<file path="config.mk">
export PLATFORM = sky130hd
export DESIGN_NAME = sgfa_isqrt
export DESIGN_NICKNAME = d
export VERILOG_FILES = /design/src/sv/softened_gravity_force_accumulator_top_macros.svh /design/src/sv/sgfa_isqrt.sv
export SDC_FILE = /design/constraint.sdc
export NUM_CORES = 1
export LEC_CHECK = 0
export ABC_AREA = 1
export BUFFER_PORTS_ARGS = -buffer_cell sky130_fd_sc_hd__buf_2
export CAP_MARGIN = 20
export CORE_MARGIN = 1.5
export CORE_UTILIZATION = 53
export DETAILED_ROUTE_END_ITERATION = 16
export PLACE_DENSITY = 0.74
export SLEW_MARGIN = 20
export SYNTH_ARGS = -nofsm -noshare
export SYNTH_HDL_FRONTEND = slang
export SYNTH_SLANG_ARGS = --single-unit
</file>
<file path="constraint.sdc">
create_clock -name clk_i -period 8.7 [get_ports clk_i]
set_clock_uncertainty 0.1 [all_clocks]
set_input_delay 0.435 -clock clk_i [delete_from_list [all_inputs] [get_ports clk_i]]
set_output_delay 0.435 -clock clk_i [all_outputs]
set_load 0.01 [all_outputs]
</file>
<file path="src/sv/softened_gravity_force_accumulator_top_macros.svh">
// Assertion macros for the softened gravity force accumulator.
// Used by the top level; each macro expects clk_i and rst_ni in scope.
`ifndef SOFTENED_GRAVITY_FORCE_ACCUMULATOR_TOP_MACROS_SVH
`define SOFTENED_GRAVITY_FORCE_ACCUMULATOR_TOP_MACROS_SVH

// Same-cycle implication.
`define SGFA_ASSERT_SAME(lbl, ante, cons, msg) \
  lbl: assert property (@(posedge clk_i) disable iff (!rst_ni) (ante) |-> (cons)) \
    else $error(msg);

// Next-cycle implication.
`define SGFA_ASSERT_NEXT(lbl, ante, cons, msg) \
  lbl: assert property (@(posedge clk_i) disable iff (!rst_ni) (ante) |=> (cons)) \
    else $error(msg);

`endif

</file>
<file path="src/sv/sgfa_isqrt.sv">
// Digit-by-digit integer square root of a 64-bit value, two radicand bits per cycle.
// Uses nothing from sgfa_pkg; stands alone.
module sgfa_isqrt (
  input  logic        clk_i,
  input  logic        rst_ni,
  input  logic        start_i,
  input  logic [63:0] rad_i,
  output logic        done_o,
  output logic [31:0] root_o
);

  logic [63:0] rad_q;
  logic [32:0] rem_q;
  logic [31:0] root_q;
  logic [4:0]  cnt_q;
  logic        busy_q, done_q;
  logic [34:0] trial_rem, trial, diff;
  logic        ge;

  assign trial_rem = {rem_q, rad_q[63:62]};
  assign trial     = {1'b0, root_q, 2'b01};
  assign ge        = trial_rem >= trial;
  assign diff      = trial_rem - trial;
  assign done_o    = done_q;
  assign root_o    = root_q;

  always_ff @(posedge clk_i or negedge rst_ni) begin
    if (!rst_ni) begin
      busy_q <= 1'b0;
      done_q <= 1'b0;
      cnt_q  <= '0;
    end else begin
      done_q <= 1'b0;
      if (start_i) begin
        busy_q <= 1'b1;
        cnt_q  <= '0;
      end else if (busy_q) begin
        cnt_q <= cnt_q + 5'd1;
        if (cnt_q == 5'd31) begin
          busy_q <= 1'b0;
          done_q <= 1'b1;
        end
      end
    end
  end

  always_ff @(posedge clk_i) begin
    if (start_i) begin
      rad_q  <= rad_i;
      rem_q  <= '0;
      root_q <= '0;
    end else if (busy_q) begin
      rad_q  <= {rad_q[61:0], 2'b00};
      rem_q  <= ge ? diff[32:0] : trial_rem[32:0];
      root_q <= {root_q[30:0], ge};
    end
  end

endmodule

</file>
Yosys cells after proc, flatten, opt, wreduce, memory -nomap -nowiden:

Cells that the tools add are included.
W data, S select, Z words.

* word-level logic and storage cells: 22
* input bits: 67
* output and inout port bits: 33
* register bits after elaboration: 136

* mux-type cells: 11
* add/sub/neg operators: 2
* equal/unequal tests: 1
* reductions and logical operators: 1
* $lt $le $gt $ge: 1

Operator list (count)
* $mux W64: 2
* $ge A35 B34 Y1: 1
* $mux W33: 1
* $sub A33 B33 Y33: 1
* $mux W5: 2
* $mux W1: 6
* $add A5 B1 Y5 const B: 1
* $eq A5 B5 Y1 const B: 1
* $reduce_bool A2 Y1: 1

Logic depth before layout (Yosys ltp):

* depth after elaboration: 4
* depth in mapped cells: 17
* gate-level depth less buffers: 16

Least setup slack after synthesis:

No wires, ideal clock.

* kind: input port to flip-flop
* from: input start_i
* to: register rad_q[0], enable pin
* setup time: 0.453 ns
* arrival: 2.799 ns
* setup slack: 5.348 ns
* stages: 4
* data required time: 8.147 ns
* path through: clkbuf_1 nor2_1 clkinv_1 buf_1

* word-level cells in the longest chain between the ends: 1

Ends and longest elaborated chain
* from (decl): line sgfa_isqrt.sv:6 `input logic start_i,`
* $reduce_bool A2 Y1 (no source line)
* to (signal assigned): line sgfa_isqrt.sv:49 `rad_q <= rad_i;`
* to (signal assigned): line sgfa_isqrt.sv:53 `rad_q <= {rad_q[61:0], 2'b00};`
* to (decl): line sgfa_isqrt.sv:12 `logic [63:0] rad_q;`

Every way passes these cells.
A chain may end at the register's enable or synchronous reset.

Worst setup path after layout:

* from: register root_q[20] (netlist: root_o[20])
* to: register rem_q[26]

* word-level cells in the longest chain between the ends: 2

Ends and longest elaborated chain
* from (decl): line sgfa_isqrt.sv:14 `logic [31:0] root_q;`
* from (signal assigned): line sgfa_isqrt.sv:55 `root_q <= {root_q[30:0], ge};`
* $sub A33 B33 Y33 or $ge A35 B34 Y1 (tied branches): line sgfa_isqrt.sv:23, sgfa_isqrt.sv:22
* $mux W33 (*): line sgfa_isqrt.sv:54 `rem_q <= ge ? diff[32:0] : trial_rem[32:0];`
* to (signal assigned): line sgfa_isqrt.sv:54
* to (decl): line sgfa_isqrt.sv:13 `logic [32:0] rem_q;`

Mark *: on every way between the ends. The rest lies on a longest branch, timed or not.

==> metrics.md <==
| Metric | Value |
|---|---|
| Status | finished, final reports clean |
| Max_slew headroom | between 20% and 30% |
| Post-synthesis cell type with the largest combined area | nand2_1 |
| Library cells used by synthesis | 36 |
| Placement Setup Slack | 5.60 ns |
| Standby leakage power | between 4 and 5 nW |
| Antenna violations before repair | 0 |
| Post-Synthesis Net Count | 1256 |
| Final setup vio count | 0 |
| Master cell of the clock root buffer | clkbuf_16 |
| Max Fanout on Critical Path | 42 |
| Data arrival, critical path | just over 3 ns |
| Count of nets left with antenna violations after detail routing | 0 |
| Share of cells above drive strength 1 | 12.9% |
| Dominant combinational cell family by area after synthesis | simple AND/OR/NAND/NOR gates |
| Top FF cell, synth | dfxtp_1 |
| TritonCTS clock tree | done |
| Summed instance area of the synthesized netlist | ~8000 um2 |
| Core region area | 14700 um2 |
| Hold Violations, Final | 0 |
| Slew of the pin with the lowest slew margin | around 1.1 ns |
| Post-synthesis compound-gate area fraction | under 10% |
| Sequential-to-total area share from yosys stat | around 42% |
| Cell total after placement | between 1k and 1.5k |
| Post-layout min period | about 2.8 ns |
| Routed WL per cell | 13.3 um |
| R2r startpoint | root_o[20] |
| Sum of net half-perimeters after detailed placement | 13.8 mm |
| Tot GR Track Use | roughly a quarter |
| Syn-to-layout area delta | 14.8% |
| Highest achievable clock rate | approximately 360 MHz |
| Share of the synthesized area in the top cell type | ~25% |
| # port buffers | slightly below 100 |
| Worst Setup SP | root_o[20] |
| IR Drop Worst-Case VDD | 0.183 mV |
| Num Clock Sinks | roughly 140 |
| Clock Tree Buf Depth | 2 |
| TritonCTS Buffers | 17 |
| Reg clk slew, reported paths | 0.06 ns |
| Required time of the worst setup path | a little under 9 ns |
| Mux share of post-synthesis cell area | 0% |
| Pin count of the biggest net entering global routing | 70 |
| Num ports | 100 |
| Number of global-route vias before repair | 6812 |
| GRT Residual Overflow | 0 |
| Routability congestion estimate from global placement | 0.922 |
| Max-slew violations | 0 |
| Crit Path Class | register to register |
| Wire length of the first global-routing pass | 31.7 mm |
| Synthesized-area fraction occupied by and/or/nand/nor cells | 35.9% |
| Xor/xnor share of the synthesized area | 1.63% |
| Setup crit end kind | register |
| Detailed-route DRC error count | 0 |
| Setup slack of the critical path after layout | 5.91 ns |
| Cells taking the most area after synthesis | nand2_1, edfxtp_1, dfxtp_1, inv_1, ha_1 |
| Setup repair after global routing missed its margin | false |
| Vert. Die Dim | 126 um |
| Worst R2R End | rem_q[26] |
| Number of placement rows | 44 |
| EDFF count, synth | 64 |
| Worst Reg-to-Reg Cells | 14 |
| Clock network latency to the later pin of the worst-skew pair | roughly 0.44 ns |
| Total of max-cap violations | 0 |
| Via count | 7276 |
| Worst setup SP type | register |
| Final clock period utilization by the worst path | 32.0% |
| Total number of yosys warnings | 0 |
| Starting utilization of the core area | 54.7% |
| Yosys reg bits | 136 |
| Number of antenna diodes | 0 |
| Type of the most critical hold path | primary input to register |
| # nets final | 1347 |
| Fraction of the mapped netlist area in adder cells | 5.60% |
| Total length of routed wires | 19.2 mm |
| Post-DR vias/cell | about 5 |
| H-tree depth reported by CTS | 4 |
| Drt first pass iters | 5 |
| Die Footprint | between 15000 and 20000 um2 |
| Setup total negative slack | 0 ns |
| Areal power density over the cells | 350 nW/um2 |
| Average cell area after synthesis | 6.97 um2 |
| Post-Syn Instances | around 1.2k |
| Critical Path End | rem_q[26] |
| Chip width | 126 um |
| Share of synthesized registers carrying an async set or reset | 5.15% |
| Reg-to-reg setup timing slack | 5.91 ns |
| Final non-filler cell total | approximately 1.4k |
| Initial DRC Count | roughly 420 |
## power by group
part	leakage, nW	total, mW	switching (mW)	internal (mW)
clock	0.277	0.699	0.300	0.398
combinational	3.35	1.70	1.12	0.579
sequential	1.33	0.832	0.0592	0.773
total	4.95	3.23	1.48	1.75
## cells by family (layout without fill, tap and decap cells)
group	count (synthesis)	in the layout
compound gates	76	76
xor+xnor	15	15
fa+ha+maj	36	36
buf+inv	188	292
flops	136	136
simple gates	702	702
## through the flow
step | instance area (um2) | total power, mW | hold slack [ns] | utilization (%)
CTS | 9230 | 3.23 | 0.139 | 62.8
global route | 9230 | 3.52 | 0.158 | 62.8
detailed placement | 8650 | 2.52 | 0.182 | 58.9
finish | 9230 | 3.23 | 0.153 | 62.8
global placement | 8650 | 2.50 | 0.185 | 58.9
floorplan | 8040 | 2.17 | 0.0394 | -
## registers in the layout, indices dropped and copies added, names as in the netlist
| signal | count |
|---|---|
| done_o | 1 |
| busy_q | 1 |
| rem_q | 33 |
| root_o | 32 |
| cnt_q | 5 |
| rad_q | 64 |
## area by class of cell
type,instances,area [um2]
fillers,1373,5470
multi-input cells,829,3910
flip-flops and latches,136,3400
inverters,155,583
repair buffers,105,543
clock buffers,17,425
well taps,184,230
clock inverters,15,141
## Yosys cell counts (4+ instances only)
cell and instances:
ha_1 36, o21ai_1 10, o21ai_0 6, edfxtp_1 64, nor2_1 64, inv_1 151
dfrtp_1 7, nand2_1 527, xor2_1 8, nor2_2 7, o22ai_1 31, a21oi_1 22
nand2_2 4, nand4_1 6, buf_6 4, nand3b_1 8, nand3_1 71, dfxtp_1 65
nor3_1 5, clkbuf_1 26, xnor2_1 7
## cell usage in the layout (no fill, tap or decap), types with 9 or more instances in the layout
cell and instances:
o21ai_1 10, buf_2 99, nor2_2 9, dfxtp_1 65, clkbuf_16 17, o22ai_1 31, nand2_1 527, inv_1 150
nor2_1 62, nand3_1 71, a21oi_1 22, ha_1 36, edfxtp_1 64
## worst max-delay path, cell delays in order (launching register included)
cell	delay, ns
dfxtp_1	0.32
inv_1	0.06
ha_1	0.36
a21oi_1	0.29
nand2_1	0.13
nand2_1	0.07
nand2_1	0.06
nand2_1	0.06
nand2_1	0.12
nor2_8	0.36
nand2_8	0.26
nand2_2	0.28
nand2_1	0.09
nand2_1	0.08
nand2_1	0.05
## routing by layer
metal	wire, um	GRT usage, %
met1	8600	32.2
met3	1250	6.24
met5	0	0
met2	8920	41.8
met4	430	9.06
## timing repair
action                    4_1_cts  5_1_grt
hold endpoints to repair        7        0
hold buffers                    1        0
gates resized for setup         0        0
buffers inserted                0        0
## worst min path at each step
stage,start,to,slack (ns),cells past startpoint
after CTS,rad_i[0],rad_q[0],0.14,3
after global routing,rad_i[0],rad_q[0],0.16,3
final,rad_i[0],rad_q[0],0.15,3
after detailed placement,rst_ni,cnt_q[3],0.18,1
after global placement,rst_ni,done_o,0.18,1
after floorplan,rst_ni,busy_q,0.04,0
No activity file was read; power rests on OpenSTA's default activity.
