## config.mk

```make
export PLATFORM = sky130hd
export DESIGN_NAME = sgfa_sermul
export DESIGN_NICKNAME = d
export VERILOG_FILES = /design/src/sv/softened_gravity_force_accumulator_top_macros.svh /design/src/sv/sgfa_pkg.sv /design/src/sv/sgfa_sermul.sv
export SDC_FILE = /design/constraint.sdc
export NUM_CORES = 1
export LEC_CHECK = 0
export ABC_AREA = 1
export BUFFER_PORTS_ARGS = -buffer_cell sky130_fd_sc_hd__buf_4
export CAP_MARGIN = 40
export CORE_MARGIN = 5
export CORE_UTILIZATION = 52
export CTS_CLUSTER_DIAMETER = 50
export DETAILED_ROUTE_END_ITERATION = 7
export PLACE_DENSITY_LB_ADDON = 0.05
export REMOVE_ABC_BUFFERS = 1
export SYNTH_ARGS = -nofsm -noshare
export SYNTH_HDL_FRONTEND = slang
export SYNTH_SLANG_ARGS = --single-unit
export TNS_END_PERCENT = 50
```

## constraint.sdc

```tcl
create_clock -name clk_i -period 2.1 [get_ports clk_i]
set_input_delay 0.105 -clock clk_i [delete_from_list [all_inputs] [get_ports clk_i]]
set_output_delay 0.105 -clock clk_i [all_outputs]
set_load 0.01 [all_outputs]
```

## src/sv/softened_gravity_force_accumulator_top_macros.svh

```systemverilog
// Assertion macros for the softened gravity force accumulator.
// Used by the top level; each macro expects clk_i and rst_ni in scope.
`ifndef SOFTENED_GRAVITY_FORCE_ACCUMULATOR_TOP_MACROS_SVH
`define SOFTENED_GRAVITY_FORCE_ACCUMULATOR_TOP_MACROS_SVH

// Same-cycle implication.
`define SGFA_ASSERT_SAME(lbl, ante, cons, msg) \
  lbl: assert property (@(posedge clk_i) disable iff (!rst_ni) (ante) |-> (cons)) \
    else $error(msg);

// Next-cycle implication.
`define SGFA_ASSERT_NEXT(lbl, ante, cons, msg) \
  lbl: assert property (@(posedge clk_i) disable iff (!rst_ni) (ante) |=> (cons)) \
    else $error(msg);

`endif

```

## src/sv/sgfa_pkg.sv

```systemverilog
// Shared types, constants and helpers (saturating add, magnitude) of the gravity accumulator.
// No dependencies.
package sgfa_pkg;

  localparam int unsigned MagW  = 32;
  localparam int unsigned SumW  = 64;
  localparam int unsigned ProdW = 96;
  localparam int unsigned NumW  = 128;

  localparam logic [SumW-1:0] SatMax = 64'h7FFF_FFFF_FFFF_FFFF;
  localparam logic [SumW-1:0] SatMin = 64'h8000_0000_0000_0000;

  typedef enum logic [1:0] {
    FUNC_CLEAR  = 2'd0,
    FUNC_ACCUM  = 2'd1,
    FUNC_FINISH = 2'd2,
    FUNC_NOP    = 2'd3
  } func_e;

  typedef enum logic {
    CFG_SOFTENING = 1'b0,
    CFG_GRAV      = 1'b1
  } cfg_e;

  typedef enum logic [2:0] {
    ST_IDLE,
    ST_SQ,
    ST_ROOT,
    ST_DEN,
    ST_NUM,
    ST_DIV,
    ST_ADD
  } state_e;

  typedef struct packed {
    logic            ovf;
    logic [SumW-1:0] val;
  } sat_t;

  typedef struct packed {
    logic mul_done;
    logic root_done;
    logic div_done;
  } unit_status_t;

  function automatic sat_t sat_add(input logic [SumW-1:0] a, input logic [SumW-1:0] b);
    logic [SumW-1:0] s;
    sat_t            r;
    s = a + b;
    r.ovf = (a[SumW-1] == b[SumW-1]) && (s[SumW-1] != a[SumW-1]);
    r.val = r.ovf ? (a[SumW-1] ? SatMin : SatMax) : s;
    return r;
  endfunction

  function automatic logic [MagW-1:0] magnitude(input logic [MagW-1:0] raw);
    return raw[MagW-1] ? (~raw + 32'd1) : raw;
  endfunction

endpackage

```

## src/sv/sgfa_sermul.sv

```systemverilog
// Bit-serial shift-add multiplier: 64-bit by 32-bit, one multiplier bit per cycle.
// Depends on sgfa_pkg.
module sgfa_sermul (
  input  logic                         clk_i,
  input  logic                         rst_ni,
  input  logic                         start_i,
  input  logic [63:0]                  a_i,
  input  logic [31:0]                  b_i,
  output logic                         done_o,
  output logic [sgfa_pkg::ProdW-1:0]   prod_o
);

  logic [64:0] hi_q, hi_d;
  logic [31:0] lo_q, lo_d;
  logic [63:0] a_q;
  logic [4:0]  cnt_q;
  logic        busy_q, done_q;
  logic [64:0] sum;

  assign sum    = hi_q + {1'b0, (lo_q[0] ? a_q : 64'd0)};
  assign hi_d   = {1'b0, sum[64:1]};
  assign lo_d   = {sum[0], lo_q[31:1]};
  assign done_o = done_q;
  assign prod_o = {hi_q[63:0], lo_q};

  always_ff @(posedge clk_i or negedge rst_ni) begin
    if (!rst_ni) begin
      busy_q <= 1'b0;
      done_q <= 1'b0;
      cnt_q  <= '0;
    end else begin
      done_q <= 1'b0;
      if (start_i) begin
        busy_q <= 1'b1;
        cnt_q  <= '0;
      end else if (busy_q) begin
        cnt_q <= cnt_q + 5'd1;
        if (cnt_q == 5'd31) begin
          busy_q <= 1'b0;
          done_q <= 1'b1;
        end
      end
    end
  end

  always_ff @(posedge clk_i) begin
    if (start_i) begin
      hi_q <= '0;
      lo_q <= b_i;
      a_q  <= a_i;
    end else if (busy_q) begin
      hi_q <= hi_d;
      lo_q <= lo_d;
    end
  end

endmodule

```

### Word level (Yosys, flattened, before mapping)

Index checks and enable logic that the tools add are counted.
W data, S select, Z words.

| operators by class | value |
|---|---|
| reductions and logical operators | 1 |
| equality and inequality tests | 1 |
| multiplexer cells | 11 |
| add/sub/neg operators | 2 |

Operators with widths:

| operator | number |
|---|---|
| $add A64 B64 Y65 | 1 |
| $mux W32 | 2 |
| $mux W64 | 1 |
| $mux W5 | 2 |
| $mux W1 | 6 |
| $add A5 B1 Y5 const B | 1 |
| $eq A5 B5 Y1 const B | 1 |
| $reduce_bool A2 Y1 | 1 |

| word-level totals | value |
|---|---|
| bits in registers | 167 |
| logic and storage cells | 21 |
| input port bits | 99 |

### Logic depth before layout (Yosys ltp)

| logic depth | value |
|---|---|
| depth in word-level cells | 4 |
| gate-level depth with buffers | 20 |

### Worst setup path after synthesis

OpenSTA, ideal clock, no wires.

| timing path | value |
|---|---|
| path type | register -> register |
| start point | register lo_q[0] |
| end point | register hi_q[59] |
| path buffers | 2 |
| setup time | 0.114 ns |
| stages on the path, launching flop included | 18 |
| required time | 1.986 ns |
| arrival time | 2.224 ns |
| path slack | -0.238 ns |
| path through | edfxtp_1 > clkbuf_1 > buf_1 > nand2_1 > inv_1 > ha_1 > nand2_1 > inv_1 > a21oi_1 > nand2_2 > nand2_1 > nand2_2 > nand2_1 > nand2_2 > nand2_1 > nand3_1 > nand3_1 > nand2_1 |

| on the way | value |
|---|---|
| cells in the longest elaborated chain, start to end | 2 |

Ends and longest elaborated chain:

| what | line | source |
|---|---|---|
| start: declaration | sgfa_sermul.sv:14 | `logic [31:0] lo_q, lo_d;` |
| start signal: assignment | sgfa_sermul.sv:49 | `lo_q <= b_i;` |
| start signal: assignment | sgfa_sermul.sv:53 | `lo_q <= lo_d;` |
| $mux W64 | sgfa_sermul.sv:20 | `assign sum = hi_q + {1'b0, (lo_q[0] ? a_q : 64'd0)};` |
| $add A64 B64 Y65 | sgfa_sermul.sv:20 |  |
| end signal: assignment | sgfa_sermul.sv:52 | `hi_q <= hi_d;` |
| end: declaration | sgfa_sermul.sv:13 | `logic [64:0] hi_q, hi_d;` |

No other way between the ends.
A chain may end at the register's enable or synchronous reset.

### Final worst setup path

| timing path | value |
|---|---|
| start point | register lo_q[0] |
| end point | register hi_q[61] |

The elaborated chain is that of the path after synthesis.

==> flow_summary.json <==
{
  "final_common_cell": "nand2_1",
  "drtPass1Iterations": 6,
  "tns_ps": -19840,
  "die_x_um": 161.8,
  "num_rows": 55,
  "ir_worst_vdd_mv": 0.5659,
  "die_h_um": 161.8,
  "hold-worst-slack_ps": 25.10,
  "cts_tree": "yes",
  "instances_no_fill": 2646,
  "nets": 2514,
  "ys_warn_count": 0,
  "violations": "setup timing",
  "fin_crit_sh_pct": 127.6,
  "core-area_mm2": 0.02264,
  "yosys_register_bits": 167,
  "required_ps": 2460,
  "syn_area_mm2": 0.01198,
  "crit_fanout": 24,
  "insertion_delay_ps": 460,
  "clk_pin_slew_worst_paths_ps": 90,
  "max_cap_violations": 0,
  "min_period_ps": 2679,
  "place.detailed.hpwl_mm": 32.34,
  "dp.cells": 2512,
  "numClockSinks": 167,
  "dr_wl_met3_mm": 5.146,
  "cp.arrival_ps": 3040,
  "fmax_mhz": 373.2,
  "postSynthCellCount": 1883,
  "wl_mm": 49.82,
  "grt.total_usage_pct": 36.85,
  "cp-start-kind": "flip-flop",
  "n_antenna_cell": 0,
  "postSynthAreaPerCell_um2": 6.362,
  "seq_area_frac_synth_pct": 36.22,
  "numCtsBuffers": 17,
  "vias": 14130,
  "slew_headroom_pct": 56.08,
  "routed-wl-met2_mm": 22.92,
  "cp_slowest_cell": "edfxtp_1",
  "grt_first_pass_wirelength_mm": 75.82,
  "drt_iter0_drc": 1632,
  "via_per_inst": 5.342,
  "grt_start_max_net_pins": 89,
  "ys_types": 37,
  "crit_top_cell": "nand2_1",
  "die_area_mm2": 0.02617,
  "drcViolationCount": 0,
  "cp_cell_sequence": "buf_4, buf_12, nand2_1, inv_1, ha_1, a21oi_1, o21ai_0, a21oi_1, nand2_1, a21oi_2, nand3_1, nand3_1, nand2_1",
  "dr.max_layer_used": "met4",
  "criticalPathCategory": "reg2reg",
  "drv_slew": 0,
  "grt_antenna_before_repair": 0,
  "leakagePower_nw": 9.772,
  "rsz0062_at_grt": "true",
  "tightest_slew_ps": 650.5,
  "setup_ws_ps": -579.2,
  "p_per_area_mw_per_mm2": 677.3,
  "initial_core_util_pct": 52.91,
  "cts-root-buf": "clkbuf_16",
  "drt-met1-wl_mm": 19.54,
  "numPortBuffers": 195,
  "wl_per_cell_um": 18.83,
  "finalClockSkew_ps": 26.58,
  "area_delta_synth_final_pct": 47.96,
  "cp_slowest_stage_delay_ps": 420,
  "cts_buffer_depth": 2,
  "grt_pass1_vias": 14050,
  "drive_gt1_share_pct": 28.08,
  "worst_hold_path_type": "in2async",
  "finalHoldViolCount": 0,
  "htree_levels": 4,
  "end_kind": "flip-flop",
  "gp_congestion": 0.9907,
  "drtAntennaViolNets": 0,
  "io_pins": 196,
  "grt-ovfl-total": 0,
  "setup_violations": 62,
  "final_cell_mix": "nand2_1, inv_1, buf_4",
  "status": "complete, but fails checks"
}
==> cells by family (layout without fill, tap and decap cells) <==
| group | after synthesis | count (layout) | synth area share (%) |
|---|---|---|---|
| XOR/XNOR | 3 | 3 | 0.2194 |
| AO/OA/AOI/OAI | 120 | 120 | 5.452 |
| adder cells (fa/ha/maj) | 67 | 67 | 7.061 |
| AND/OR/NAND/NOR | 1102 | 1102 | 37.74 |
| flip-flops | 167 | 167 | 36.22 |
| buffers and inverters | 424 | 902 | 13.31 |
==> power breakdown <==
group          switching (mW)  internal [mW]  leakage, nW
logic                    2.34           1.99         7.87
clock network            1.81           1.66        0.306
registers               0.348           3.85         1.60
total                    4.50           7.50         9.77
==> stage by stage <==
step	total power [mW]	utilization (%)	area, µm²	setup slack, ps
floorplan	5.826	-	11880	-1947
global placement	7.592	66.65	15090	-593.9
detailed placement	7.676	66.65	15090	-573.4
CTS	11.56	76.93	17420	-396.7
global route	12.50	78.29	17720	-636.1
finish	12.00	78.29	17720	-579.2
==> layer usage <==
layer  global-route usage (%)  vias up
met1                    47.12     6392
met2                    61.53      911
li1                         -     6646
met4                    13.34        0
met3                    8.247      185
met5                        0        -
==> layout make-up <==
| class | count | area [µm²] |
|---|---|---|
| fill | 1602 | 4916 |
| inverter | 397 | 1490 |
| sequential | 167 | 4339 |
| clock inverter | 15 | 216.5 |
| clock buffer | 17 | 425.4 |
| tap | 285 | 356.6 |
| multi-input combinational | 1292 | 7042 |
| timing repair buffer | 473 | 3855 |
==> worst paths after layout <==
| kind | start | to | slack (ps) | cells past startpoint |
|---|---|---|---|---|
| hold / removal | rst_ni | done_o | 30 | 2 |
| setup reg to reg | lo_q[0] | hi_q[61] | -580 | 13 |
| hold reg to reg | hi_q[36] | hi_q[36] | 480 | 2 |
| min in group clk_i | start_i | a_q[29] | 60 | 1 |
| setup / recovery | lo_q[0] | hi_q[61] | -580 | 13 |
| max in group asynchronous | rst_ni | cnt_q[0] | 1930 | 2 |
==> flip-flops by register name, indices dropped and copies added (netlist names) <==
signal and count:
done_o 1, a_q 64, lo_q 32, cnt_q 5, busy_q 1, hi_q 64
==> critical path, delay by kind of cell (launching register included) <==
kind	cells	cell delay (ps)
AOI/OAI and AO/OA	4	880
DFF	1	420
adders and majority gates	1	340
buffers and inverters	3	420
and+or+nand+nor	5	520
==> what timing repair did <==
| action | 4_1_cts | 5_1_grt |
|---|---|---|
| resized for setup | 158 | 62 |
| hold endpoints to repair | 103 | 0 |
| pin swaps | 7 | 16 |
| setup endpoints to repair | 62 | 62 |
| hold buffers | 97 | 0 |
| buffers inserted | 0 | 6 |
| cloned | 0 | 0 |
==> synth_stat cells, drive strengths merged <==
cell type,number,share of area (%)
nand3,70,3.3
clkbuf,19,0.60
a32o,6,0.50
nand2,867,28
xnor2,3,0.22
ha,66,6.9
a211oi,1,0.063
nand4,11,0.57
fa,1,0.17
nor4,2,0.16
o311ai,1,0.073
or2,6,0.31
inv,392,12
a31oi,2,0.10
edfxtp,96,24
o21bai,1,0.063
nor3,18,1.0
dfrtp,7,1.5
a21oi,67,2.8
a22o,2,0.15
buf,8,0.27
o21ai,40,1.7
nor2,126,4.6
and2,2,0.10
clkinv,5,0.16
dfxtp,64,11
Note: power is estimated with default switching activity, not from simulation.
