**config.mk**
```make
export PLATFORM = sky130hd
export DESIGN_NAME = sgfa_serdiv
export DESIGN_NICKNAME = d
export VERILOG_FILES = /design/src/sv/softened_gravity_force_accumulator_top_macros.svh /design/src/sv/sgfa_pkg.sv /design/src/sv/sgfa_serdiv.sv
export SDC_FILE = /design/constraint.sdc
export NUM_CORES = 1
export LEC_CHECK = 0
export BUFFER_PORTS_ARGS = -buffer_cell sky130_fd_sc_hd__buf_2
export CAP_MARGIN = 20
export CORE_MARGIN = 1
export CORE_UTILIZATION = 60
export CTS_CLUSTER_DIAMETER = 80
export DETAILED_ROUTE_END_ITERATION = 8
export PLACE_DENSITY = 0.86
export RECOVER_POWER = 50
export SLEW_MARGIN = 20
export SYNTH_ARGS = -nofsm -noshare
export SYNTH_HDL_FRONTEND = slang
export SYNTH_SLANG_ARGS = --single-unit
```
**constraint.sdc**
```tcl
create_clock -name clk_i -period 7.25 [get_ports clk_i]
set_clock_uncertainty 0.1 [all_clocks]
set_input_delay 0.3625 -clock clk_i [delete_from_list [all_inputs] [get_ports clk_i]]
set_output_delay 0.3625 -clock clk_i [all_outputs]
set_load 0.02 [all_outputs]
```
**src/sv/softened_gravity_force_accumulator_top_macros.svh**
```systemverilog
// Assertion macros for the softened gravity force accumulator.
// Used by the top level; each macro expects clk_i and rst_ni in scope.
`ifndef SOFTENED_GRAVITY_FORCE_ACCUMULATOR_TOP_MACROS_SVH
`define SOFTENED_GRAVITY_FORCE_ACCUMULATOR_TOP_MACROS_SVH

// Same-cycle implication.
`define SGFA_ASSERT_SAME(lbl, ante, cons, msg) \
  lbl: assert property (@(posedge clk_i) disable iff (!rst_ni) (ante) |-> (cons)) \
    else $error(msg);

// Next-cycle implication.
`define SGFA_ASSERT_NEXT(lbl, ante, cons, msg) \
  lbl: assert property (@(posedge clk_i) disable iff (!rst_ni) (ante) |=> (cons)) \
    else $error(msg);

`endif

```
**src/sv/sgfa_pkg.sv**
```systemverilog
// Shared types, constants and helpers (saturating add, magnitude) of the gravity accumulator.
// No dependencies.
package sgfa_pkg;

  localparam int unsigned MagW  = 32;
  localparam int unsigned SumW  = 64;
  localparam int unsigned ProdW = 96;
  localparam int unsigned NumW  = 128;

  localparam logic [SumW-1:0] SatMax = 64'h7FFF_FFFF_FFFF_FFFF;
  localparam logic [SumW-1:0] SatMin = 64'h8000_0000_0000_0000;

  typedef enum logic [1:0] {
    FUNC_CLEAR  = 2'd0,
    FUNC_ACCUM  = 2'd1,
    FUNC_FINISH = 2'd2,
    FUNC_NOP    = 2'd3
  } func_e;

  typedef enum logic {
    CFG_SOFTENING = 1'b0,
    CFG_GRAV      = 1'b1
  } cfg_e;

  typedef enum logic [2:0] {
    ST_IDLE,
    ST_SQ,
    ST_ROOT,
    ST_DEN,
    ST_NUM,
    ST_DIV,
    ST_ADD
  } state_e;

  typedef struct packed {
    logic            ovf;
    logic [SumW-1:0] val;
  } sat_t;

  typedef struct packed {
    logic mul_done;
    logic root_done;
    logic div_done;
  } unit_status_t;

  function automatic sat_t sat_add(input logic [SumW-1:0] a, input logic [SumW-1:0] b);
    logic [SumW-1:0] s;
    sat_t            r;
    s = a + b;
    r.ovf = (a[SumW-1] == b[SumW-1]) && (s[SumW-1] != a[SumW-1]);
    r.val = r.ovf ? (a[SumW-1] ? SatMin : SatMax) : s;
    return r;
  endfunction

  function automatic logic [MagW-1:0] magnitude(input logic [MagW-1:0] raw);
    return raw[MagW-1] ? (~raw + 32'd1) : raw;
  endfunction

endpackage

```
**src/sv/sgfa_serdiv.sv**
```systemverilog
// Restoring divider, 128-bit numerator by 96-bit denominator, one quotient bit per cycle.
// Keeps the low 64 quotient bits and flags any higher set bit. Depends on sgfa_pkg.
module sgfa_serdiv (
  input  logic                        clk_i,
  input  logic                        rst_ni,
  input  logic                        start_i,
  input  logic [sgfa_pkg::NumW-1:0]   num_i,
  input  logic [sgfa_pkg::ProdW-1:0]  den_i,
  output logic                        done_o,
  output logic [sgfa_pkg::SumW-1:0]   quot_o,
  output logic                        big_o
);

  logic [sgfa_pkg::NumW-1:0]  num_q;
  logic [sgfa_pkg::ProdW-1:0] den_q, rem_q;
  logic [sgfa_pkg::SumW-1:0]  quot_q;
  logic                       big_q;
  logic [6:0]                 cnt_q;
  logic                       busy_q, done_q;
  logic [sgfa_pkg::ProdW:0]   part, diff;
  logic                       ge;

  assign part   = {rem_q, num_q[sgfa_pkg::NumW-1]};
  assign ge     = part >= {1'b0, den_q};
  assign diff   = part - {1'b0, den_q};
  assign done_o = done_q;
  assign quot_o = quot_q;
  assign big_o  = big_q;

  always_ff @(posedge clk_i or negedge rst_ni) begin
    if (!rst_ni) begin
      busy_q <= 1'b0;
      done_q <= 1'b0;
      cnt_q  <= '0;
    end else begin
      done_q <= 1'b0;
      if (start_i) begin
        busy_q <= 1'b1;
        cnt_q  <= '0;
      end else if (busy_q) begin
        cnt_q <= cnt_q + 7'd1;
        if (cnt_q == 7'd127) begin
          busy_q <= 1'b0;
          done_q <= 1'b1;
        end
      end
    end
  end

  always_ff @(posedge clk_i) begin
    if (start_i) begin
      num_q  <= num_i;
      den_q  <= den_i;
      rem_q  <= '0;
      quot_q <= '0;
      big_q  <= 1'b0;
    end else if (busy_q) begin
      num_q  <= {num_q[sgfa_pkg::NumW-2:0], 1'b0};
      rem_q  <= ge ? diff[sgfa_pkg::ProdW-1:0] : part[sgfa_pkg::ProdW-1:0];
      quot_q <= {quot_q[sgfa_pkg::SumW-2:0], ge};
      big_q  <= big_q | quot_q[sgfa_pkg::SumW-1];
    end
  end

endmodule

```
# Word-level counts from Yosys, hierarchy flattened
# Index checks and enable logic that the tools add are counted.
# totals
reg_bits	394
latchBits	0
mem_bits_rw	0
mem_bits_ro	0
inputBits	227
out_inout_bits	66
elab_cells	25
memories	0
# classes
add_sub_neg	2
mul	0
n_div	0
n_lt_le_gt_ge	1
eq_ne	1
n_shift	0
n_mux	11
n_bitwise	1
reduce_logical	1
# op_table
cell	count
two-way mux 128 bit	2
>= comparator 97 x 96 -> 1 bit	1
two-way mux 96 bit	1
subtractor 96 bit	1
two-way mux 7 bit	2
adder 7 x 1 -> 7 bit (second input constant)	1
== test 7 bit (second input constant)	1
two-way mux 1 bit	6
nonzero test 2 bit	1
OR 1 bit	1

# Depth between registers and ports, before layout
# Gate-level depths: netlist of the first run.
# logic_depth
depth_word	4
ltp_mapped	16
ltp_nobuf	15

# Least setup slack after synthesis of the first run
# OpenSTA, ideal clock, no wires.
# synth_path
path_type	reg-to-reg
start	reg busy_q
end	reg num_q[0] in the netlist's numbering (enable)
setup_time_ns	0.481
t_arrival_ns	3.397
path_slack_ns	3.272
stages_incl_launch_ff	5
path_buffers	2
path_cell_list	dfrtp_1 clkbuf_1 nor2_1 clkbuf_1 inv_1
# synth_via
elab_chain_len	1
# synth_lines
element	line	rtl
from (decl)	sgfa_serdiv.sv:19	logic busy_q, done_q;
from (signal assigned)	sgfa_serdiv.sv:32	busy_q <= 1'b0;
from (signal assigned)	sgfa_serdiv.sv:38	busy_q <= 1'b1;
from (signal assigned)	sgfa_serdiv.sv:43	busy_q <= 1'b0;
nonzero test 2 bit (no source line)	-	
to (signal assigned)	sgfa_serdiv.sv:52	num_q <= num_i;
to (signal assigned)	sgfa_serdiv.sv:58	num_q <= {num_q[sgfa_pkg::NumW-2:0], 1'b0};
to (decl)	sgfa_serdiv.sv:14	logic [sgfa_pkg::NumW-1:0] num_q;
# Every way passes these cells.
# A chain may end at the register's enable or synchronous reset.

# Final worst setup path of the first run
# layout_path
start	in start_i
end	reg num_q[124] in the netlist's numbering, data pin
# layout_via
elab_chain_len	1
# layout_lines
element	line	rtl
from (decl)	sgfa_serdiv.sv:6	input logic start_i,
two-way mux 128 bit	sgfa_serdiv.sv:51	if (start_i) begin
# Every way passes these cells.

==> flow_metrics.py, run 1 <==
metrics = {
    "run_status": {
        "status": "finished with violations",
        "violations": "capacitance limit, slew limit",
    },
    "job": {
        "maxCapViolCount": 4,
    },
    "route": {
        "drc_errors": 0,
        "antenna_left": 0,
        "via_per_inst": 5.996,
        "first_pass_iters": 5,
        "vias": 18210,
        "routed_wl_um": 62860,
        "first_iter_violations": 1489,
        "routedWlPerCell_um": 20.70,
    },
    "sta": {
        "period_needed_ps": 5281,
        "max_freq_mhz": 189.4,
        "fin_tns_setup_ps": 0,
        "drv_slew": 217,
        "min_period_over_period": 0.7284,
        "relSlewSlack": -1.497,
        "worst_slew_pin_slew_ps": 3746,
        "setup_viol": 0,
        "hold_violations": 0,
        "rsz0062_at_grt": "false",
    },
    "die": {
        "die_y_um": 192.1,
        "row_count": 69,
        "initial_utilization": 0.6094,
        "placeableCoreArea_um2": 35570,
        "die_area_um2": 36890,
        "die_x_um": 192.1,
        "pin_count": 293,
    },
    "worst_hold_path": {
        "worstHoldPathCells": 2,
        "hp-class": "in -> reg",
        "hold_start": "num_i[67]",
        "min_to": "num_q[67]$_DFFE_PP_",
    },
    "power_and_ir_drop": {
        "p_seq_frac": 0.474,
        "switching_share": 0.2443,
        "vdd_drop_max_uv": 241.0,
        "p_comb_frac": 0.105,
        "p_int_mw": 4.065,
        "p_sw_mw": 1.315,
        "power_frac_clock": 0.421,
        "power_leakage_nw": 11.28,
        "fin_total_pwr_mw": 5.380,
        "powerDensity_nw_per_um2": 201.7,
    },
    "synth": {
        "synth.distinct_cells": 84,
        "synth_xor_area_frac": 0.03637,
        "yosysSeqAreaShare": 0.4694,
        "synth_top_family_by_area": "compound AO/OA/AOI/OAI gates",
        "synth_area_um2": 21670,
        "syn_nets": 2439,
        "synthArstFlopShare": 0.02284,
        "synth-edff-count": 224,
        "ys.flop_type": "edfxtp_1",
        "ys_ff_latch": 394,
        "synth_area_per_cell_um2": 10.25,
        "synth.mux.area_fraction": 0.1247,
        "syn_inst": 2114,
        "yosys_warnings": 0,
        "synthAdderAreaFrac": 0.05692,
        "synth_compound_area_frac": 0.1555,
        "yosys.area_share.simple": 0.1093,
    },
    "place": {
        "placed_cells": 2750,
        "io_buffer_count": 292,
        "hpwl_um": 39120,
        "place_congestion": 0.9921,
        "post_dp_cell_area_um2": 23290,
    },
    "clock_network": {
        "post_cts_buffers": 0,
        "insertion_delay_ps": 590,
        "clk_path_buf_depth": 3,
        "clkSlewWorstSetupHoldPaths_ps": 70,
        "root_buffer": "clkbuf_16",
        "h-tree-depth": 2,
        "tritoncts": "yes",
        "cts_buffers": 42,
        "clock_sinks": 394,
    },
    "worst_setup_path": {
        "max_stage_delay_ps": 2680,
        "path_delay_family": "buffers and inverters",
        "crit_type": "in -> reg",
        "path_max_fanout": 171,
        "cp_cell_sequence": "clkbuf_1 -> buf_12 -> clkbuf_1 -> mux2_2",
        "rr_endpoint": "num_q[17]$_DFFE_PP_",
        "crit_buf_inv": 3,
        "r2r-start": "busy_q$_DFF_PN0_",
        "crit_required_ps": 7470,
        "startpoint_type": "input pin",
        "critPathSlowestCell": "clkbuf_1",
        "end_kind": "register",
        "reg2reg_slack_ps": 2370,
        "rr_worst_depth": 3,
        "worst_path_most_repeated_cell": "clkbuf_1",
        "cp.arrival_ps": 5500,
    },
    "final_layout": {
        "fin_cells": 3037,
        "post-route-util": 0.7499,
        "mostFrequentLayoutCell": "nor2_1",
        "drive_gt1_frac": 0.1744,
        "area_growth_pct": 23.06,
        "stdcell_area_um2": 26670,
        "final_cell_mix": "nor2_1 (225), edfxtp_1 (224), dlygate4sd3_1 (207)",
        "nets": 2865,
    },
    "grt": {
        "antenna_found_initial": 2,
        "grt_pass1_wl_um": 94880,
        "grt_pass1_vias": 17900,
        "grt_max_degree": 172,
        "track_usage": 0.3304,
        "grt_overflow": 0,
    },
}
[routing by layer]
layer	track usage	vias up	wire length, um
li1	-	8527	-
met1	0.4239	8603	25030
met2	0.5419	909	29800
met3	0.06687	171	5557
met4	0.1402	0	2464
met5	0	-	0
[power by group through the flow]
stage	combinational [mW]	clock [mW]	sequential [mW]
after floorplan	0.300	0	2.56
after global placement	0.434	0	2.58
after detailed placement	0.446	0	2.58
after CTS	0.541	2.25	2.54
after global routing	0.603	2.37	2.56
final	0.563	2.27	2.55
[layout make-up]
type                    instances  area (um2)
clock inverters                25       274.0
repair buffers                510        3512
well taps                     461       576.8
multi-input cells            1461       10470
inverters                     131       493.0
clock buffers                  53        1164
fillers                      2395        8897
flip-flops and latches        394       10170
diodes                          2       5.005
[Yosys cell counts (7+ instances only)]
| cell | n | area, um2 |
|---|---|---|
| a21o_1 | 40 | 300.3 |
| o21bai_1 | 31 | 232.7 |
| xor2_1 | 36 | 315.3 |
| nor2_1 | 225 | 844.6 |
| inv_1 | 131 | 491.7 |
| dfrtp_1 | 9 | 225.2 |
| a211oi_1 | 68 | 510.5 |
| o21a_1 | 16 | 120.1 |
| and2_1 | 9 | 56.30 |
| a21boi_0 | 7 | 52.55 |
| buf_2 | 17 | 85.08 |
| dfxtp_1 | 161 | 3223 |
| clkbuf_1 | 99 | 371.6 |
| o21ai_0 | 78 | 390.4 |
| ha_1 | 97 | 1214 |
| edfxtp_1 | 224 | 6726 |
| nor3_1 | 20 | 100.1 |
| mux2_2 | 129 | 1453 |
| o21ai_1 | 14 | 70.07 |
| a21oi_1 | 143 | 715.7 |
| nand2_1 | 134 | 503.0 |
| xnor2_1 | 54 | 473.0 |
| nand3_1 | 24 | 120.1 |
| a31oi_1 | 13 | 81.33 |
| or3_1 | 8 | 50.05 |
| nor4_1 | 11 | 68.82 |
| nand4_1 | 48 | 300.3 |
| nor2b_1 | 9 | 56.30 |
| mux2i_1 | 119 | 1191 |
[cell families (layout without fill, tap and decap cells)]
| logic type | after synthesis | after routing |
|---|---|---|
| flip-flops | 394 | 394 |
| XOR/XNOR | 90 | 90 |
| adder cells (fa/ha/maj) | 98 | 98 |
| AND/OR/NAND/NOR | 522 | 522 |
| AO/OA/AOI/OAI | 498 | 498 |
| buffers and inverters | 259 | 719 |
| other | 0 | 2 |
| multiplexers | 253 | 253 |
[worst max-delay path by stage]
stage / start / endpoint / cells past startpoint
after floorplan: busy_q$_DFF_PN0_ / num_q[0]$_SDFFCE_PN0P_ / 4
after global placement: den_q[3]$_DFFE_PP_ / rem_q[37]$_SDFFE_PP0P_ / 15
after detailed placement: den_q[3]$_DFFE_PP_ / rem_q[37]$_SDFFE_PP0P_ / 15
after CTS: den_q[3]$_DFFE_PP_ / rem_q[29]$_SDFFE_PP0P_ / 14
after global routing: start_i / rem_q[81]$_SDFFE_PP0P_ / 5
final: start_i / num_q[124]$_DFFE_PP_ / 4
[per-stage QoR]
stage	hold slack, ps	setup slack [ps]
2_1_floorplan	-33.09	3272
3_3_place_gp	116.6	2848
3_5_place_dp	117.7	2713
4_1_cts	1.128	2636
5_1_grt	2.865	1400
6_report	10.10	1969
[registers in the layout (all words and copies together), names as in the netlist]
register and cells:
done_o 1, den_q 96, cnt_q 7, quot_o 64, big_o 1, num_q 128
busy_q 1, rem_q 96
[timing repair]
action,CTS,global route
hold buffers,205,2
resized for setup,0,0
hold endpoints to repair,213,2
Power figures use the tool's default switching activity.
==> run 2: changes to the inputs <==
--- a/config.mk
+++ b/config.mk
@@ -8,10 +8,10 @@
 export BUFFER_PORTS_ARGS = -buffer_cell sky130_fd_sc_hd__buf_2
 export CAP_MARGIN = 20
 export CORE_MARGIN = 1
-export CORE_UTILIZATION = 60
+export CORE_UTILIZATION = 53
 export CTS_CLUSTER_DIAMETER = 80
 export DETAILED_ROUTE_END_ITERATION = 8
-export PLACE_DENSITY = 0.86
+export PLACE_DENSITY = 0.8
 export RECOVER_POWER = 50
 export SLEW_MARGIN = 20
 export SYNTH_ARGS = -nofsm -noshare
==> constraint.sdc (replaced) <==
create_clock -name clk_i -period 4.3 [get_ports clk_i]
set_clock_uncertainty 0.1 [all_clocks]
set_input_delay 0.215 -clock clk_i [delete_from_list [all_inputs] [get_ports clk_i]]
set_output_delay 0.215 -clock clk_i [all_outputs]
set_load 0.02 [all_outputs]
==> run 2 against run 1 <==
The flow still finishes with violations (capacitance limit, slew limit). First-iteration DRC count down 12%. Critical path depth up 11. Utilization down 7.0 points. Combinational power up 72%. Critical path type is now reg -> reg. Highest routed layer is now met5.
==> flow_metrics.py, run 2 (synthesized netlist as in run 1, its figures left out) <==
metrics = {
    "power_and_ir_drop": {
        "vdd_drop_max_uv": 336.4,
        "p_seq_frac": 0.467,
        "switching_share": 0.2419,
        "p_comb_frac": 0.106,
        "power_leakage_nw": 11.52,
        "p_int_mw": 6.963,
        "powerDensity_nw_per_um2": 337.6,
        "power_frac_clock": 0.427,
        "p_sw_mw": 2.222,
    },
    "sta": {
        "max_freq_mhz": 246.0,
        "hold_violations": 0,
        "fin_tns_setup_ps": 0,
        "period_needed_ps": 4065,
        "relSlewSlack": -0.9757,
        "drv_slew": 210,
        "min_period_over_period": 0.9453,
        "worst_slew_pin_slew_ps": 2963,
        "whs_ps": 229.8,
        "setup_viol": 0,
        "rsz0062_at_grt": "false",
    },
    "die": {
        "die_y_um": 204.2,
        "die_x_um": 204.2,
        "initial_utilization": 0.5418,
        "row_count": 73,
        "pin_count": 293,
        "die_area_um2": 41710,
        "placeableCoreArea_um2": 40010,
    },
    "worst_setup_path": {
        "path_max_fanout": 4,
        "startpoint_type": "register",
        "reg2reg_slack_ps": 240,
        "cp.arrival_ps": 4490,
        "crit_required_ps": 4720,
        "crit_type": "reg -> reg",
        "rr_worst_depth": 15,
        "r2r-start": "num_q[127]$_DFFE_PP_",
        "end_kind": "register",
        "rr_endpoint": "rem_q[90]$_SDFFE_PP0P_",
    },
    "final_layout": {
        "drive_gt1_frac": 0.1836,
        "nets": 2903,
        "mostFrequentLayoutCell": "dlygate4sd3_1",
        "post-route-util": 0.6800,
        "reg_top3": "num_q x128, den_q x96, rem_q x96",
        "final_cell_mix": "dlygate4sd3_1 (227), nor2_1 (224), edfxtp_1 (224)",
        "area_growth_pct": 25.52,
        "top_register": "num_q",
        "fillers": 2933,
        "largest_reg_flops": 128,
    },
    "grt": {
        "antenna_found_initial": 1,
        "grtUsageMet3": 0.04735,
        "grt_overflow": 0,
        "use_met1": 0.3772,
        "use_met2": 0.4804,
        "grt_pass1_wl_um": 95460,
        "grt_pass1_vias": 18090,
        "track_usage": 0.2871,
        "grt_max_degree": 124,
        "grt.busiest_layer": "met2",
    },
    "worst_hold_path": {
        "hp-class": "in -> reg",
        "min_to": "den_q[22]$_DFFE_PP_",
        "hold_start": "den_i[22]",
        "worstHoldPathCells": 2,
    },
    "clock_network": {
        "clk_path_buf_depth": 3,
        "root_buffer": "clkbuf_16",
        "clkSlewWorstSetupHoldPaths_ps": 70,
        "insertion_delay_ps": 600,
        "h-tree-depth": 2,
        "cts_buffers": 44,
        "tritoncts": "yes",
        "clock_sinks": 394,
        "post_cts_buffers": 0,
    },
    "place": {
        "hpwl_um": 39690,
        "place_congestion": 0.9709,
        "io_buffer_count": 292,
    },
    "route": {
        "first_pass_iters": 5,
        "vias": 18000,
        "routedWlPerCell_um": 19.20,
        "first_iter_violations": 1305,
        "antenna_left": 0,
        "routed_wl_um": 60280,
        "via_per_inst": 5.732,
        "drc_errors": 0,
    },
    "job": {
        "maxCapViolCount": 2,
    },
    "run_status": {
        "status": "finished with violations",
        "violations": "capacitance limit, slew limit",
    },
}
==> run 2: cell count changes in the layout (fill, tap and decap cells not counted), moves of 4 or more <==
cell           delta
clkbuf_1          -7
buf_2             +8
clkinv_1          -4
dlygate4sd3_1    +20
buf_4            +11
==> run 2: critical path, cell delays in order (launching register included) <==
cell       delay (ps)
edfxtp_1          360
inv_1              60
ha_1              220
fa_1              420
and2b_1           280
o2111ai_2         150
a31oi_4           260
a221oi_4          140
o211a_4           300
o41ai_4           340
a31oi_4           210
o31ai_4           330
a21oi_2           140
nor4b_4           230
mux2_1            350
a21oi_1           130
==> run 2: per-stage QoR <==
stage	total power, mW	setup WS, ps	instances	cell area, um2
3_5_place_dp	5.117	236.1	2830	23540
3_3_place_gp	5.092	337.1	2830	23540
2_1_floorplan	4.829	321.9	2114	21670
6_report	9.185	235.0	3140	27200
4_1_cts	9.174	153.9	3139	27310
5_1_grt	9.472	4.478	3139	27200
==> run 2: area by class of cell <==
cell class,count,area (um2),area share
clock inverter,22,230.2,0.008463
inverter,131,494.2,0.01817
sequential,394,10170,0.3740
timing repair buffer,546,3887,0.1429
antenna,1,2.502,0.00009198
multi-input combinational,1461,10500,0.3858
clock buffer,60,1264,0.04645
tap,525,656.9,0.02415
==> run 2: routing by layer <==
layer,part of all wire,vias up
li1,-,8601
met1,0.43,8536
met2,0.47,738
met3,0.068,121
met4,0.028,2
met5,0.00022,-
==> run 2: power by group through the flow <==
stage               Combinational, mW  Sequential (mW)  Clock, mW
floorplan                       0.505             4.32          0
global placement                0.745             4.35          0
detailed placement              0.764             4.35          0
CTS                             0.935             4.28       3.96
global route                     1.04             4.31       4.12
finish                          0.969             4.29       3.92
==> run 2: worst max path at each step <==
stage	start	to	slack, ps	cells after the start
floorplan	busy_q$_DFF_PN0_	num_q[0]$_SDFFCE_PN0P_	320	4
global placement	den_q[90]$_DFFE_PP_	rem_q[16]$_SDFFE_PP0P_	340	14
detailed placement	num_q[127]$_DFFE_PP_	rem_q[90]$_SDFFE_PP0P_	240	15
CTS	num_q[127]$_DFFE_PP_	rem_q[90]$_SDFFE_PP0P_	150	15
global route	num_q[127]$_DFFE_PP_	rem_q[90]$_SDFFE_PP0P_	4	15
finish	num_q[127]$_DFFE_PP_	rem_q[90]$_SDFFE_PP0P_	240	15
==> run 2: repair_timing <==
action | CTS | global route
setup endpoints to repair | 0 | 13
resized for setup | 0 | 3
endpoints found under the hold margin | 265 | 0
hold buffers | 227 | 0
==> run 3: changes to the inputs <==
--- a/config.mk
+++ b/config.mk
@@ -11,9 +11,8 @@
 export CORE_UTILIZATION = 53
 export CTS_CLUSTER_DIAMETER = 80
 export DETAILED_ROUTE_END_ITERATION = 8
-export PLACE_DENSITY = 0.8
+export PLACE_DENSITY = 0.79
 export RECOVER_POWER = 50
-export SLEW_MARGIN = 20
 export SYNTH_ARGS = -nofsm -noshare
 export SYNTH_HDL_FRONTEND = slang
 export SYNTH_SLANG_ARGS = --single-unit
==> run 3 against run 2 <==
The run still ends with capacitance limit, slew limit left. Non-clock buffer count decreased by 7. Critical path depth unchanged. Power grew 0.88%. Utilization is essentially flat. Clock power is 2% higher. Setup slack lost 53 ps. Global-route usage increased by 0.095 points. Clock-buffer cell count is 1 lower. Hold slack is essentially flat. Fmax decreased by 1.3%.
==> flow_metrics.py, run 3 (synthesized netlist as in run 1, its figures left out) <==
metrics = {
    "power_and_ir_drop": {
        "fin_total_pwr_mw": 9.266,
        "vdd_drop_max_uv": 400.9,
        "power_leakage_nw": 11.56,
        "powerDensity_nw_per_um2": 340.5,
    },
    "die": {
        "die_x_um": 204.2,
        "row_count": 73,
        "die_y_um": 204.2,
        "placeableCoreArea_um2": 40010,
        "initial_utilization": 0.5418,
        "die_area_um2": 41710,
        "pin_count": 293,
    },
    "worst_setup_path": {
        "crit_type": "reg -> reg",
        "reg2reg_slack_ps": 180,
        "max_stage_delay_ps": 400,
        "crit_required_ps": 4720,
        "crit_buf_inv": 1,
        "worst-path-stages": 15,
        "path_max_fanout": 4,
        "startpoint": "num_q[127]$_DFFE_PP_",
        "critPathSlowestCell": "fa_1",
        "crit_end": "rem_q[86]$_SDFFE_PP0P_",
        "r2r-start": "num_q[127]$_DFFE_PP_",
        "path_delay_family": "compound AO/OA/AOI/OAI gates",
        "startpoint_type": "register",
        "rr_endpoint": "rem_q[86]$_SDFFE_PP0P_",
        "cp.arrival_ps": 4540,
        "rr_worst_depth": 15,
        "cp_cell_sequence": "inv_1 -> ha_1 -> fa_1 -> and2b_1 -> o2111ai_2 -> a31oi_4 -> a221oi_4 -> o211a_4 -> o41ai_4 -> a31oi_4 -> o31ai_2 -> a21oi_1 -> nor3_1 -> mux2_1 -> a21oi_1",
        "end_kind": "register",
    },
    "final_layout": {
        "fillers": 3016,
        "mostFrequentLayoutCell": "dlygate4sd3_1",
        "top_register": "num_q",
        "final_cell_mix": "dlygate4sd3_1 (226), nor2_1 (224), edfxtp_1 (224)",
        "largest_reg_flops": 128,
        "reg_top3": "num_q x128, den_q x96, rem_q x96",
        "drive_gt1_frac": 0.1860,
        "area_growth_pct": 25.56,
        "nets": 2897,
    },
    "route": {
        "wl_met3_um": 4538,
        "via_per_inst": 5.721,
        "first_pass_iters": 6,
        "routed_wl_um": 61220,
        "drt-met1-wl_um": 25760,
        "wl_met2_um": 29360,
        "routedWlPerCell_um": 19.53,
        "vias": 17930,
        "top_layer_used": "met4",
        "antenna_left": 0,
        "first_iter_violations": 1439,
        "drc_errors": 0,
    },
    "sta": {
        "period_needed_ps": 4118,
        "worst_slew_pin_slew_ps": 2535,
        "hold_violations": 0,
        "setup_viol": 0,
        "fin_tns_setup_ps": 0,
        "max_freq_mhz": 242.9,
        "min_period_over_period": 0.9576,
        "drv_slew": 94,
        "rsz0062_at_grt": "false",
        "relSlewSlack": -0.6903,
    },
    "grt": {
        "grt_overflow": 0,
        "grt_max_degree": 162,
        "grt_pass1_wl_um": 94900,
        "grt_pass1_vias": 17810,
        "antenna_found_initial": 2,
        "track_usage": 0.2881,
    },
    "job": {
        "maxCapViolCount": 1,
    },
    "place": {
        "hpwl_um": 39580,
        "io_buffer_count": 292,
        "place_congestion": 0.9828,
    },
    "clock_network": {
        "root_buffer": "clkbuf_16",
        "h-tree-depth": 2,
        "clk_path_buf_depth": 3,
        "clkSlewWorstSetupHoldPaths_ps": 60,
        "cts_buffers": 45,
        "clock_sinks": 394,
        "insertion_delay_ps": 590,
        "tritoncts": "yes",
    },
    "run_status": {
        "status": "finished with violations",
        "violations": "capacitance limit, slew limit",
    },
    "worst_hold_path": {
        "hp-class": "in -> reg",
    },
}
run 3: cell types whose count changed in the layout (fill, tap and decap cells not counted), sizes merged:
cell and change:
diode +1, clkbuf -13, dlygate4sd3 -1, clkinvlp +1
inv +1, buf +6
run 3: what timing repair did:
action,CTS,global route
buffers inserted,0,0
endpoints found under the hold margin,233,0
resized for setup,0,0
hold buffers,226,0
run 3: final cells by class:
| class | count | area [um2] | area share |
|---|---|---|---|
| clock buffer | 59 | 1281 | 0.04708 |
| antenna | 2 | 5.005 | 0.0001839 |
| inverter | 131 | 494.2 | 0.01816 |
| multi-input combinational | 1461 | 10480 | 0.3849 |
| clock inverter | 24 | 267.8 | 0.009839 |
| timing repair buffer | 539 | 3855 | 0.1417 |
| sequential | 394 | 10180 | 0.3740 |
| tap | 525 | 656.9 | 0.02414 |
run 3: how the worst min path moves through the flow:
stage	startpoint	to	slack [ps]	cells past startpoint
6_report	den_i[7]	den_q[7]$_DFFE_PP_	230	2
3_3_place_gp	rst_ni	cnt_q[5]$_DFFE_PN0P_	-30	1
2_1_floorplan	rst_ni	busy_q$_DFF_PN0_	-180	0
4_1_cts	start_i	rem_q[87]$_SDFFE_PP0P_	110	2
5_1_grt	den_i[8]	den_q[8]$_DFFE_PP_	200	2
3_5_place_dp	rst_ni	cnt_q[5]$_DFFE_PN0P_	-20	1
run 3: report_power, final:
group	internal (mW)	leakage [nW]	switching (mW)
Clock	2.32	0.763	1.68
Combinational	0.473	7.08	0.492
Sequential	4.21	3.71	0.0824
Total	7.01	11.6	2.26
run 3: routing by layer:
| metal | vias up | global-route usage |
|---|---|---|
| met2 | 701 | 0.4808 |
| met5 | - | 0 |
| li1 | 8583 | - |
| met3 | 114 | 0.06027 |
| met1 | 8536 | 0.3755 |
| met4 | 0 | 0.08369 |
run 3: metrics by stage:
step	setup slack (ps)	instances	hold WS, ps	utilization	instance area [um2]
2_1_floorplan	321.9	2114	-180.6	-	21670
3_3_place_gp	281.1	2824	-27.06	0.5873	23500
3_5_place_dp	238.0	2824	-23.98	0.5873	23500
4_1_cts	197.7	3133	112.8	0.6826	27310
5_1_grt	24.27	3135	203.9	0.6802	27210
6_report	182.4	3135	229.5	0.6802	27210
run 3: worst reg2reg max path, delay by kind of cell, from the launching register on:
| family | cells | cell delay, ps |
|---|---|---|
| AOI/OAI and AO/OA | 9 | 2130 |
| adders and majority gates | 2 | 620 |
| buffers and inverters | 1 | 50 |
| DFF | 1 | 340 |
| muxes | 1 | 340 |
| and+or+nand+nor | 2 | 470 |
